===== src/rtl/core/hsv_hue_rotate_pixel_macros.svh =====
// ----------------------------------------------------------------------------
// HSV hue rotation assertion macros
// Shared concurrent assertion wrappers; clocked on clk, off during reset.
// ----------------------------------------------------------------------------
`ifndef HSV_HUE_ROTATE_PIXEL_MACROS_SVH
`define HSV_HUE_ROTATE_PIXEL_MACROS_SVH

`ifndef ASSERT_OFF
`define HSVR_ASSERT(lbl, prop, msg) \
	lbl: assert property (@(posedge clk) disable iff (!arst_n) (prop)) else $error(msg);
`define HSVR_ASSERT_IMPL(lbl, pre, post, msg) \
	lbl: assert property (@(posedge clk) disable iff (!arst_n) (pre) |-> (post)) else $error(msg);
`else
`define HSVR_ASSERT(lbl, prop, msg)
`define HSVR_ASSERT_IMPL(lbl, pre, post, msg)
`endif

`endif


===== src/rtl/core/hsvr_pkg.sv =====
// ----------------------------------------------------------------------------
// HSV hue rotation package
// Register map, reset values, reciprocal constants and the side-band type.
// ----------------------------------------------------------------------------
package hsvr_pkg;

	localparam int PIX_W = 8;

	typedef enum logic [1:0] {
		REG_HUE_SHIFT   = 2'd0,
		REG_WINDOW_LOW  = 2'd1,
		REG_WINDOW_HIGH = 2'd2
	} reg_idx_t;

	localparam logic [8:0] RST_HUE_SHIFT   = 9'd0;
	localparam logic [8:0] RST_WINDOW_LOW  = 9'd70;
	localparam logic [8:0] RST_WINDOW_HIGH = 9'd180;

	// floor(x/255) == (x * RECIP_255) >> 23 for any 16-bit x
	localparam logic [16:0] RECIP_255 = 17'h08081;
	// floor(z/15) == (z * RECIP_15) >> 20 for z below 74898
	localparam logic [16:0] RECIP_15  = 17'd69906;

	// item data carried alongside the dividers
	typedef struct packed {
		logic [PIX_W-1:0] r;
		logic [PIX_W-1:0] g;
		logic [PIX_W-1:0] b;
		logic             sel;
		logic [PIX_W-1:0] v;
		logic             gray;
		logic [8:0]       base;   // sector base hue, degrees
	} side_t;

endpackage


===== src/rtl/core/hsvr_div.sv =====
// ----------------------------------------------------------------------------
// Pipelined restoring divider
// One quotient bit per stage; extra stages up to LAT only hold the result.
// Caller guarantees num < den * 2^Q_W.
// ----------------------------------------------------------------------------
module hsvr_div #(
	parameter int DEN_W = 8,
	parameter int Q_W   = 12,
	parameter int LAT   = 12
) (
	input  logic                   clk,
	input  logic                   en,
	input  logic [Q_W+DEN_W-1:0]   num,
	input  logic [DEN_W-1:0]       den,
	output logic [Q_W-1:0]         quo
);

	logic [DEN_W-1:0] rem_s  [LAT];
	logic [DEN_W-1:0] den_s  [LAT];
	logic [Q_W-1:0]   bits_s [LAT];
	logic [Q_W-1:0]   quo_s  [LAT];

	for (genvar i = 0; i < LAT; i++) begin : g_stage
		logic [DEN_W-1:0] p_rem;
		logic [DEN_W-1:0] p_den;
		logic [Q_W-1:0]   p_bits;
		logic [Q_W-1:0]   p_quo;
		logic [DEN_W-1:0] n_rem;
		logic [Q_W-1:0]   n_bits;
		logic [Q_W-1:0]   n_quo;

		if (i == 0) begin : g_first
			assign p_rem  = num[Q_W+DEN_W-1:Q_W];
			assign p_bits = num[Q_W-1:0];
			assign p_quo  = '0;
			assign p_den  = den;
		end else begin : g_next
			assign p_rem  = rem_s[i-1];
			assign p_bits = bits_s[i-1];
			assign p_quo  = quo_s[i-1];
			assign p_den  = den_s[i-1];
		end

		if (i < Q_W) begin : g_step
			logic [DEN_W:0] trial;
			logic [DEN_W:0] diff;
			logic           ge;
			always_comb begin
				trial  = {p_rem, p_bits[Q_W-1]};
				diff   = trial - {1'b0, p_den};
				ge     = (trial >= {1'b0, p_den});
				n_rem  = ge ? diff[DEN_W-1:0] : trial[DEN_W-1:0];
				n_bits = p_bits << 1;
				n_quo  = (p_quo << 1) | Q_W'(ge);
			end
		end else begin : g_hold
			assign n_rem  = p_rem;
			assign n_bits = p_bits;
			assign n_quo  = p_quo;
		end

		always_ff @(posedge clk) begin
			if (en) begin
				rem_s[i]  <= n_rem;
				bits_s[i] <= n_bits;
				quo_s[i]  <= n_quo;
				den_s[i]  <= p_den;
			end
		end
	end

	assign quo = quo_s[LAT-1];

endmodule


===== src/rtl/core/hsv_hue_rotate_pixel.sv =====
// ----------------------------------------------------------------------------
// HSV hue rotation of one RGB pixel
// Divider depth: LAT = max(clog2(60*2^F + 1), 8).
// Throughput: one item per clock unless a stalled output halts the pipe;
//   the hue divider pipeline (one quotient bit per stage) sets depth, not rate.
// Reset: arst_n clears all valid bits and loads hue_shift = 0,
//   window_low = 70, window_high = 180. No clearing pass.
// ----------------------------------------------------------------------------
`include "hsv_hue_rotate_pixel_macros.svh"

module hsv_hue_rotate_pixel #(
	parameter int HUE_FRAC_BITS = 6
) (
	input  logic        clk,
	input  logic        arst_n,
	// config port
	input  logic        psel,
	input  logic        penable,
	input  logic        pwrite,
	input  logic [3:0]  paddr,
	input  logic [31:0] pwdata,
	output logic [31:0] prdata,
	output logic        pready,
	// item in
	input  logic        in_valid,
	output logic        in_stall,
	input  logic [7:0]  red_in,
	input  logic [7:0]  green_in,
	input  logic [7:0]  blue_in,
	input  logic        selected,
	// item out
	output logic        out_valid,
	input  logic        out_stall,
	output logic [7:0]  red_out,
	output logic [7:0]  green_out,
	output logic [7:0]  blue_out,
	output logic        hue_in_window
);

	localparam int F    = HUE_FRAC_BITS;
	localparam int ONE  = 1 << F;
	localparam int U    = 60 * ONE;          // one sector
	localparam int FULL = 360 * ONE;         // full turn
	localparam int HW   = F + 9;             // hue width
	localparam int QW   = $clog2(U + 1);     // hue quotient width
	localparam int LAT  = (QW > 8) ? QW : 8; // divider depth
	localparam int PW   = HW + 8;            // c*f product width

	// ------------------------------------------------------------------
	// Config registers. Only written by the user while the pipeline is empty,
	// so the stages read them directly; the block itself does not enforce it.
	// ------------------------------------------------------------------
	logic signed [8:0] hue_shift_q;
	logic [8:0]        window_low_q;
	logic [8:0]        window_high_q;
	logic              cfg_wr;

	assign pready = 1'b1;
	assign cfg_wr = psel && penable && pwrite;

	always_ff @(posedge clk or negedge arst_n) begin
		if (!arst_n) begin
			hue_shift_q   <= hsvr_pkg::RST_HUE_SHIFT;
			window_low_q  <= hsvr_pkg::RST_WINDOW_LOW;
			window_high_q <= hsvr_pkg::RST_WINDOW_HIGH;
		end else if (cfg_wr) begin
			unique case (paddr[3:2])
				hsvr_pkg::REG_HUE_SHIFT:   hue_shift_q   <= pwdata[8:0];
				hsvr_pkg::REG_WINDOW_LOW:  window_low_q  <= pwdata[8:0];
				hsvr_pkg::REG_WINDOW_HIGH: window_high_q <= pwdata[8:0];
				default: ;
			endcase
		end
	end

	always_comb begin
		unique case (paddr[3:2])
			hsvr_pkg::REG_HUE_SHIFT:   prdata = {23'd0, hue_shift_q};
			hsvr_pkg::REG_WINDOW_LOW:  prdata = {23'd0, window_low_q};
			hsvr_pkg::REG_WINDOW_HIGH: prdata = {23'd0, window_high_q};
			default:                   prdata = '0;
		endcase
	end

	// ------------------------------------------------------------------
	// Flow control: the whole pipe moves together; it only halts when the
	// output register holds an item that is being stalled.
	// ------------------------------------------------------------------
	logic en;
	logic vld_s5;

	assign en       = !(vld_s5 && out_stall);
	assign in_stall = !en;

	// ------------------------------------------------------------------
	// Stage 1: max/min, sector pick. Negative numerators are folded into
	// the previous sector so the divider only sees nonnegative values:
	// hue = base + floor(U * n / d), 0 <= n <= d.
	// ------------------------------------------------------------------
	logic [7:0] mx, mn, dd, nn;
	logic [8:0] base;

	always_comb begin
		mx = red_in;
		if (green_in > mx) mx = green_in;
		if (blue_in > mx)  mx = blue_in;
		mn = red_in;
		if (green_in < mn) mn = green_in;
		if (blue_in < mn)  mn = blue_in;
		dd = mx - mn;
		priority if (mx == red_in) begin
			if (green_in >= blue_in) begin
				base = 9'd0;   nn = green_in - blue_in;
			end else begin
				base = 9'd300; nn = dd - (blue_in - green_in);
			end
		end else if (mx == green_in) begin
			if (blue_in >= red_in) begin
				base = 9'd120; nn = blue_in - red_in;
			end else begin
				base = 9'd60;  nn = dd - (red_in - blue_in);
			end
		end else begin
			if (red_in >= green_in) begin
				base = 9'd240; nn = red_in - green_in;
			end else begin
				base = 9'd180; nn = dd - (green_in - red_in);
			end
		end
	end

	logic                vld_s1;
	hsvr_pkg::side_t     side_s1;
	logic [7:0]          n_s1;
	logic [7:0]          d_s1;

	always_ff @(posedge clk or negedge arst_n) begin
		if (!arst_n) vld_s1 <= 1'b0;
		else if (en) vld_s1 <= in_valid;
	end

	always_ff @(posedge clk) begin
		if (en) begin
			side_s1.r    <= red_in;
			side_s1.g    <= green_in;
			side_s1.b    <= blue_in;
			side_s1.sel  <= selected;
			side_s1.v    <= mx;
			side_s1.gray <= (dd == 8'd0);
			side_s1.base <= base;
			n_s1         <= nn;
			d_s1         <= dd;
		end
	end

	// ------------------------------------------------------------------
	// Dividers: hue fraction U*n/d and saturation 255*d/mx, side by side.
	// ------------------------------------------------------------------
	logic [QW+7:0]  hue_num;
	logic [15:0]    sat_num;
	logic [QW-1:0]  hue_q;
	logic [7:0]     sat_q;

	assign hue_num = (QW+8)'(U) * (QW+8)'(n_s1);
	assign sat_num = 16'(8'd255 * d_s1);

	hsvr_div #(.DEN_W(8), .Q_W(QW), .LAT(LAT)) u_hue_div (
		.clk (clk), .en (en), .num (hue_num), .den (d_s1), .quo (hue_q)
	);

	hsvr_div #(.DEN_W(8), .Q_W(8), .LAT(LAT)) u_sat_div (
		.clk (clk), .en (en), .num (sat_num), .den (side_s1.v), .quo (sat_q)
	);

	logic            vld_d  [LAT];
	hsvr_pkg::side_t side_d [LAT];

	always_ff @(posedge clk or negedge arst_n) begin
		if (!arst_n) begin
			for (int i = 0; i < LAT; i++) vld_d[i] <= 1'b0;
		end else if (en) begin
			vld_d[0] <= vld_s1;
			for (int i = 1; i < LAT; i++) vld_d[i] <= vld_d[i-1];
		end
	end

	always_ff @(posedge clk) begin
		if (en) begin
			side_d[0] <= side_s1;
			for (int i = 1; i < LAT; i++) side_d[i] <= side_d[i-1];
		end
	end

	// ------------------------------------------------------------------
	// Stage 2: finish hue, window flag, add shift and wrap, v*s8.
	// ------------------------------------------------------------------
	hsvr_pkg::side_t    sd;
	logic [HW-1:0]      hue;
	logic [7:0]         s8;
	logic               flag;
	logic signed [HW+1:0] hs;
	logic signed [HW+1:0] sh_ext;
	logic [HW-1:0]      hw;

	assign sd = side_d[LAT-1];

	always_comb begin
		hue    = sd.gray ? '0 : ((HW'(sd.base) << F) + HW'(hue_q));
		s8     = (sd.v == 8'd0) ? 8'd0 : sat_q;
		flag   = (hue > (HW'(window_low_q) << F)) && (hue < (HW'(window_high_q) << F));
		sh_ext = (HW+2)'(hue_shift_q) <<< F;
		hs     = $signed({2'b00, hue}) + sh_ext;
		// shift spans -256..255 degrees: one correction is always enough
		priority if (hs < 0)
			hw = HW'(hs + $signed((HW+2)'(FULL)));
		else if (hs >= $signed((HW+2)'(FULL)))
			hw = HW'(hs - $signed((HW+2)'(FULL)));
		else
			hw = HW'(hs);
	end

	logic            vld_s2;
	hsvr_pkg::side_t side_s2;
	logic            flag_s2;
	logic [HW-1:0]   h_s2;
	logic [15:0]     x_s2;

	always_ff @(posedge clk or negedge arst_n) begin
		if (!arst_n) vld_s2 <= 1'b0;
		else if (en) vld_s2 <= vld_d[LAT-1];
	end

	always_ff @(posedge clk) begin
		if (en) begin
			side_s2 <= sd;
			flag_s2 <= flag;
			h_s2    <= hw;
			x_s2    <= 16'(sd.v * s8);
		end
	end

	// ------------------------------------------------------------------
	// Stage 3: c = floor(v*s8/255) and sector k = floor(h/U), both by
	// reciprocal multiply.
	// ------------------------------------------------------------------
	logic [32:0] c_prod;
	logic [6:0]  hd;
	logic [23:0] k_prod;

	always_comb begin
		c_prod = 33'(x_s2) * 33'(hsvr_pkg::RECIP_255);
		hd     = 7'(h_s2 >> (F + 2));
		k_prod = 24'(hd) * 24'(hsvr_pkg::RECIP_15);
	end

	logic            vld_s3;
	hsvr_pkg::side_t side_s3;
	logic            flag_s3;
	logic [HW-1:0]   h_s3;
	logic [7:0]      c_s3;
	logic [2:0]      k_s3;

	always_ff @(posedge clk or negedge arst_n) begin
		if (!arst_n) vld_s3 <= 1'b0;
		else if (en) vld_s3 <= vld_s2;
	end

	always_ff @(posedge clk) begin
		if (en) begin
			side_s3 <= side_s2;
			flag_s3 <= flag_s2;
			h_s3    <= h_s2;
			c_s3    <= c_prod[30:23];
			k_s3    <= k_prod[22:20];
		end
	end

	// ------------------------------------------------------------------
	// Stage 4: fraction f, lo = v - c, products c*f and c*(U-f).
	// ------------------------------------------------------------------
	logic [HW-1:0] f;
	logic [HW-1:0] fc;

	always_comb begin
		f  = h_s3 - HW'(k_s3 * HW'(U));
		fc = HW'(U) - f;
	end

	logic            vld_s4;
	hsvr_pkg::side_t side_s4;
	logic            flag_s4;
	logic [7:0]      lo_s4;
	logic [2:0]      k_s4;
	logic [PW-1:0]   pf_s4;
	logic [PW-1:0]   pg_s4;

	always_ff @(posedge clk or negedge arst_n) begin
		if (!arst_n) vld_s4 <= 1'b0;
		else if (en) vld_s4 <= vld_s3;
	end

	always_ff @(posedge clk) begin
		if (en) begin
			side_s4 <= side_s3;
			flag_s4 <= flag_s3;
			lo_s4   <= side_s3.v - c_s3;
			k_s4    <= k_s3;
			pf_s4   <= PW'(c_s3) * PW'(f);
			pg_s4   <= PW'(c_s3) * PW'(fc);
		end
	end

	// ------------------------------------------------------------------
	// Stage 5: divide by U (shift by F+2, then /15), six-sector rebuild,
	// unselected pixels passed through unchanged, output register.
	// ------------------------------------------------------------------
	logic [11:0] zf, zg;
	logic [28:0] rf_prod, rg_prod;
	logic [7:0]  rise, fall, v4, lo4;
	logic [7:0]  ro, go, bo;

	always_comb begin
		zf      = 12'(pf_s4 >> (F + 2));
		zg      = 12'(pg_s4 >> (F + 2));
		rf_prod = 29'(zf) * 29'(hsvr_pkg::RECIP_15);
		rg_prod = 29'(zg) * 29'(hsvr_pkg::RECIP_15);
		v4      = side_s4.v;
		lo4     = lo_s4;
		rise    = lo4 + rf_prod[27:20];
		fall    = lo4 + rg_prod[27:20];
		unique case (k_s4)
			3'd0:    begin ro = v4;   go = rise; bo = lo4;  end
			3'd1:    begin ro = fall; go = v4;   bo = lo4;  end
			3'd2:    begin ro = lo4;  go = v4;   bo = rise; end
			3'd3:    begin ro = lo4;  go = fall; bo = v4;   end
			3'd4:    begin ro = rise; go = lo4;  bo = v4;   end
			default: begin ro = v4;   go = lo4;  bo = fall; end
		endcase
		if (!side_s4.sel) begin
			ro = side_s4.r;
			go = side_s4.g;
			bo = side_s4.b;
		end
	end

	always_ff @(posedge clk or negedge arst_n) begin
		if (!arst_n) vld_s5 <= 1'b0;
		else if (en) vld_s5 <= vld_s4;
	end

	always_ff @(posedge clk) begin
		if (en) begin
			red_out       <= ro;
			green_out     <= go;
			blue_out      <= bo;
			hue_in_window <= flag_s4;
		end
	end

	assign out_valid = vld_s5;

	// ------------------------------------------------------------------
	// Checks
	// ------------------------------------------------------------------
	`HSVR_ASSERT_IMPL(a_hue_wrapped, vld_s2, h_s2 < HW'(FULL), "shifted hue not wrapped")
	`HSVR_ASSERT_IMPL(a_sector_range, vld_s3, k_s3 <= 3'd5, "hue sector out of range")
	`HSVR_ASSERT_IMPL(a_rebuild_bound, vld_s4, (rise <= v4) && (fall <= v4),
		"rebuilt component above value")

endmodule


===== config.mk =====
export PLATFORM = sky130hd
export DESIGN_NAME = hsv_hue_rotate_pixel
export DESIGN_NICKNAME = d
export VERILOG_FILES = /design/src/rtl/core/hsvr_pkg.sv /design/src/rtl/core/hsvr_div.sv /design/src/rtl/core/hsv_hue_rotate_pixel.sv
export VERILOG_INCLUDE_DIRS = /design/src /design/src/rtl/core
export SDC_FILE = /design/constraint.sdc
export NUM_CORES = 2
export LEC_CHECK = 0
export ABC_AREA = 1
export CAP_MARGIN = 10
export CELL_PAD_IN_SITES_DETAIL_PLACEMENT = 0
export CELL_PAD_IN_SITES_GLOBAL_PLACEMENT = 1
export CORE_MARGIN = 4
export CORE_UTILIZATION = 50
export CTS_CLUSTER_DIAMETER = 150
export DETAILED_ROUTE_END_ITERATION = 16
export DONT_BUFFER_PORTS = 1
export PLACE_DENSITY = 0.76
export SETUP_SLACK_MARGIN = 0.5
export SLEW_MARGIN = 10
export SYNTH_ARGS = -nofsm -noshare
export SYNTH_HDL_FRONTEND = slang
export SYNTH_SLANG_ARGS = --single-unit

===== constraint.sdc =====
create_clock -name clk -period 41 [get_ports clk]
set_input_delay 4.1 -clock clk [delete_from_list [all_inputs] [get_ports clk]]
set_output_delay 4.1 -clock clk [all_outputs]
set_load 0.005 [all_outputs]

==> flow_summary.json <==
{
  "status": "finished, final reports clean",
  "grt_first_pass_wirelength_um": 198700,
  "postLayoutCellArea_mm2": 0.07314,
  "post_synth_inst_count": 5666,
  "max_slew.worst_pin.slew_ps": 1195,
  "gr-total-overflow": 0,
  "critical-path-top-cell-by-count": "sky130_fd_sc_hd__inv_1",
  "synth_top_area_frac": 0.5261,
  "hold_startpoint": "side_d[2][162]$_DFFE_PN_",
  "synth_edf_count": 1173,
  "ff2ff_setup_slack_ps": 33400,
  "worstSetupStartpointType": "input pin",
  "layout-area-overhead-vs-synth_pct": 9.247,
  "initial_utilization": 0.5060,
  "worst_r2r_startpoint": "k_s3[0]$_DFFE_PN_",
  "timing_endpoint_of_the_critical_path": "n_s1[7]$_DFFE_PN_",
  "final_cell_mix": "1173 x sky130_fd_sc_hd__edfxtp_1, 1010 x sky130_fd_sc_hd__inv_1, 721 x sky130_fd_sc_hd__nand2_1",
  "crit_arrival_ps": 11480,
  "cp-end-kind": "flip-flop",
  "die_x_um": 373.9,
  "cts_tree": "built",
  "path_buf_inv": 8,
  "number_of_sinks_handled_by_clock_tree_synthesis": 1217,
  "dieHeight_um": 373.9,
  "relSlewSlack": 0.1977,
  "finalNetCount": 6738,
  "placementRows": 133,
  "tritoncts.num_buffers": 121,
  "via_count_of_the_first_global_routing_pass": 38840,
  "finalWeightedCongestion": 0.8751,
  "first_iter_violations": 2164,
  "synth_async_sr_flop_share": 0.03615,
  "core_mm2": 0.1323,
  "layout-drive-gt1-share": 0.05267,
  "post_place_cell_area_mm2": 0.06898,
  "netlist_top_cells_area": "sky130_fd_sc_hd__edfxtp_1 53%, sky130_fd_sc_hd__ha_1 12%, sky130_fd_sc_hd__fa_1 9.1%",
  "via_per_instance_ratio": 5.004,
  "critical_path.slowest_cell": "sky130_fd_sc_hd__xnor2_1",
  "ys_seq_elements": 1217,
  "timing.critical_path.fanout_max": 19,
  "final.min_clock_period_ps": 11030,
  "leading_cell_type_in_the_layout_fill_and_taps_excluded": "sky130_fd_sc_hd__edfxtp_1",
  "grt_max_degree": 168,
  "slew_viol_final": 0,
  "crit_start": "green_in[3]",
  "io-pin-count": 128,
  "number_of_remaining_drc_errors": 0,
  "crit_type": "input pin to flip-flop",
  "insertion_delay_ps": 750,
  "timing.fmax_mhz": 90.64,
  "timing.hold.worst.class": "flip-flop to flip-flop",
  "cell_area_after_synthesis_mm2": 0.06695,
  "max-cap-violations": 0,
  "tns_ps": 0,
  "yosysTopAreaCell": "sky130_fd_sc_hd__edfxtp_1",
  "ctsLongestPathBuffers": 3,
  "slowest_delay_ps": 960,
  "path_depth": 40,
  "drt_pass1_iterations": 6,
  "rsz0062_at_grt": "false",
  "dp_hpwl_um": 89960,
  "cts_resized": 0,
  "final_hold_violation_count": 0,
  "gr-usage-all-layers": 0.1755,
  "cpLargestDelayFamily": "simple AND/OR/NAND/NOR gates",
  "timing.final.crit_share": 0.2691,
  "antenna_found_initial": 1,
  "cts-hold-fix-buffers": 0,
  "die_outline_area_mm2": 0.1398,
  "drt-wirelength-per-cell_um": 15.87,
  "critical_path.reg2reg.endpoint": "pg_s4[19]$_DFFE_PN_",
  "htree_levels": 3,
  "synthesis.area_per_instance_um2": 11.82,
  "yosys.cell_types.count": 74,
  "diodes": 0,
  "postCtsSetupBuffers": 0,
  "report.final.setup_viol": 0,
  "worstPathRequired_ps": 41450,
  "via_count": 38040,
  "finish.utilization": 0.5528,
  "timing.clock.skew_ps": 61.38,
  "worst-r2r-cell-count": 27,
  "drtAntennaViolNets": 0,
  "synth.yosys.warnings": 0,
  "yosysSeqAreaShare": 0.5427,
  "ctsRootBufferMaster": "sky130_fd_sc_hd__clkbuf_16",
  "wirelength_um": 120700,
  "port_buffers": 0,
  "clk_pin_slew_worst_paths_ps": 60,
  "synth_flop_cell": "sky130_fd_sc_hd__edfxtp_1"
}
cell usage after synthesis, drive strengths merged (9+ instances only):
cell,n
dfrtp,37
a21o,15
nand2,753
o21bai,18
edfxtp,1173
nor4,9
ha,622
a31oi,11
nand3,103
a211oi,19
clkbuf,64
o221ai,16
xor2,176
o22ai,16
a221oi,14
o31ai,17
nor3,37
buf,31
xnor2,89
a21oi,305
inv,1018
o211ai,10
fa,305
or2,15
nor2,446
o21ai,248
nand4,36
kinds of logic (layout without fill, tap and decap cells):
family | Yosys count | count (layout) | synth area share
mux | 2 | 2 | 0.0002990
other cells | 2 | 24 | 0.0001122
xor+xnor | 265 | 265 | 0.03489
buf+inv | 1117 | 1277 | 0.06457
compound gates | 721 | 721 | 0.06166
simple gates | 1415 | 1415 | 0.08831
fa+ha+maj | 927 | 927 | 0.2074
flops | 1217 | 1217 | 0.5427
worst reg2reg max path, delay by kind of cell, from the launching register on:
| kind | cells | cell delay (ps) |
|---|---|---|
| compound gates | 4 | 630 |
| xor+xnor | 3 | 1200 |
| fa+ha+maj | 8 | 3590 |
| buf+inv | 7 | 630 |
| flops | 1 | 550 |
| simple gates | 5 | 700 |
metal layers:
metal	track usage	wire length [um]
met5	0	7
met4	0.05454	3539
met3	0.03150	5129
met2	0.3112	60810
met1	0.2185	51210
registers in the layout, indices dropped and copies added, names as in the netlist, 25 cells and up:
signal / flops
side_d: 443
u_hue_div.den_s: 88
u_hue_div.rem_s: 88
u_hue_div.quo_s: 78
u_sat_div.quo_s: 68
u_sat_div.rem_s: 56
u_sat_div.den_s: 49
side_s1: 41
side_s2: 33
side_s3: 33
side_s4: 25
how the worst min path moves through the flow:
| stage | to | slack (ps) | cells after the start |
|---|---|---|---|
| after floorplan | flag_s3$_DFFE_PN_ | 400 | 0 |
| after global placement | u_sat_div.quo_s[8][4]$_DFFE_PN_ | 400 | 0 |
| after detailed placement | h_s3[7]$_DFFE_PN_ | 400 | 0 |
| after CTS | side_s2[33]$_DFFE_PN_ | 390 | 0 |
| after global routing | side_d[0][26]$_DFFE_PN_ | 400 | 0 |
| final | side_s2[33]$_DFFE_PN_ | 390 | 0 |
through the flow:
stage | setup slack [ps] | hold WS (ps) | cells
global route | 29240 | 399.2 | 7603
finish | 29970 | 388.3 | 7603
global placement | 29270 | 400.2 | 7374
CTS | 30040 | 387.7 | 7602
floorplan | 2909 | 400.3 | 5688
detailed placement | 29240 | 404.5 | 7374
layout make-up:
class,count,area (um^2)
Timing Repair Buffer,27,227.7
Fill cell,11180,59160
Multi-Input combinational cell,3354,26390
Clock buffer,142,3158
Sequential cell,1217,36330
Clock inverter,86,993.5
Tap cell,1755,2196
Inverter,1022,3841
Power is not shown: default switching activity piles up to over one toggle a cycle in this logic, so the estimate is an artifact.
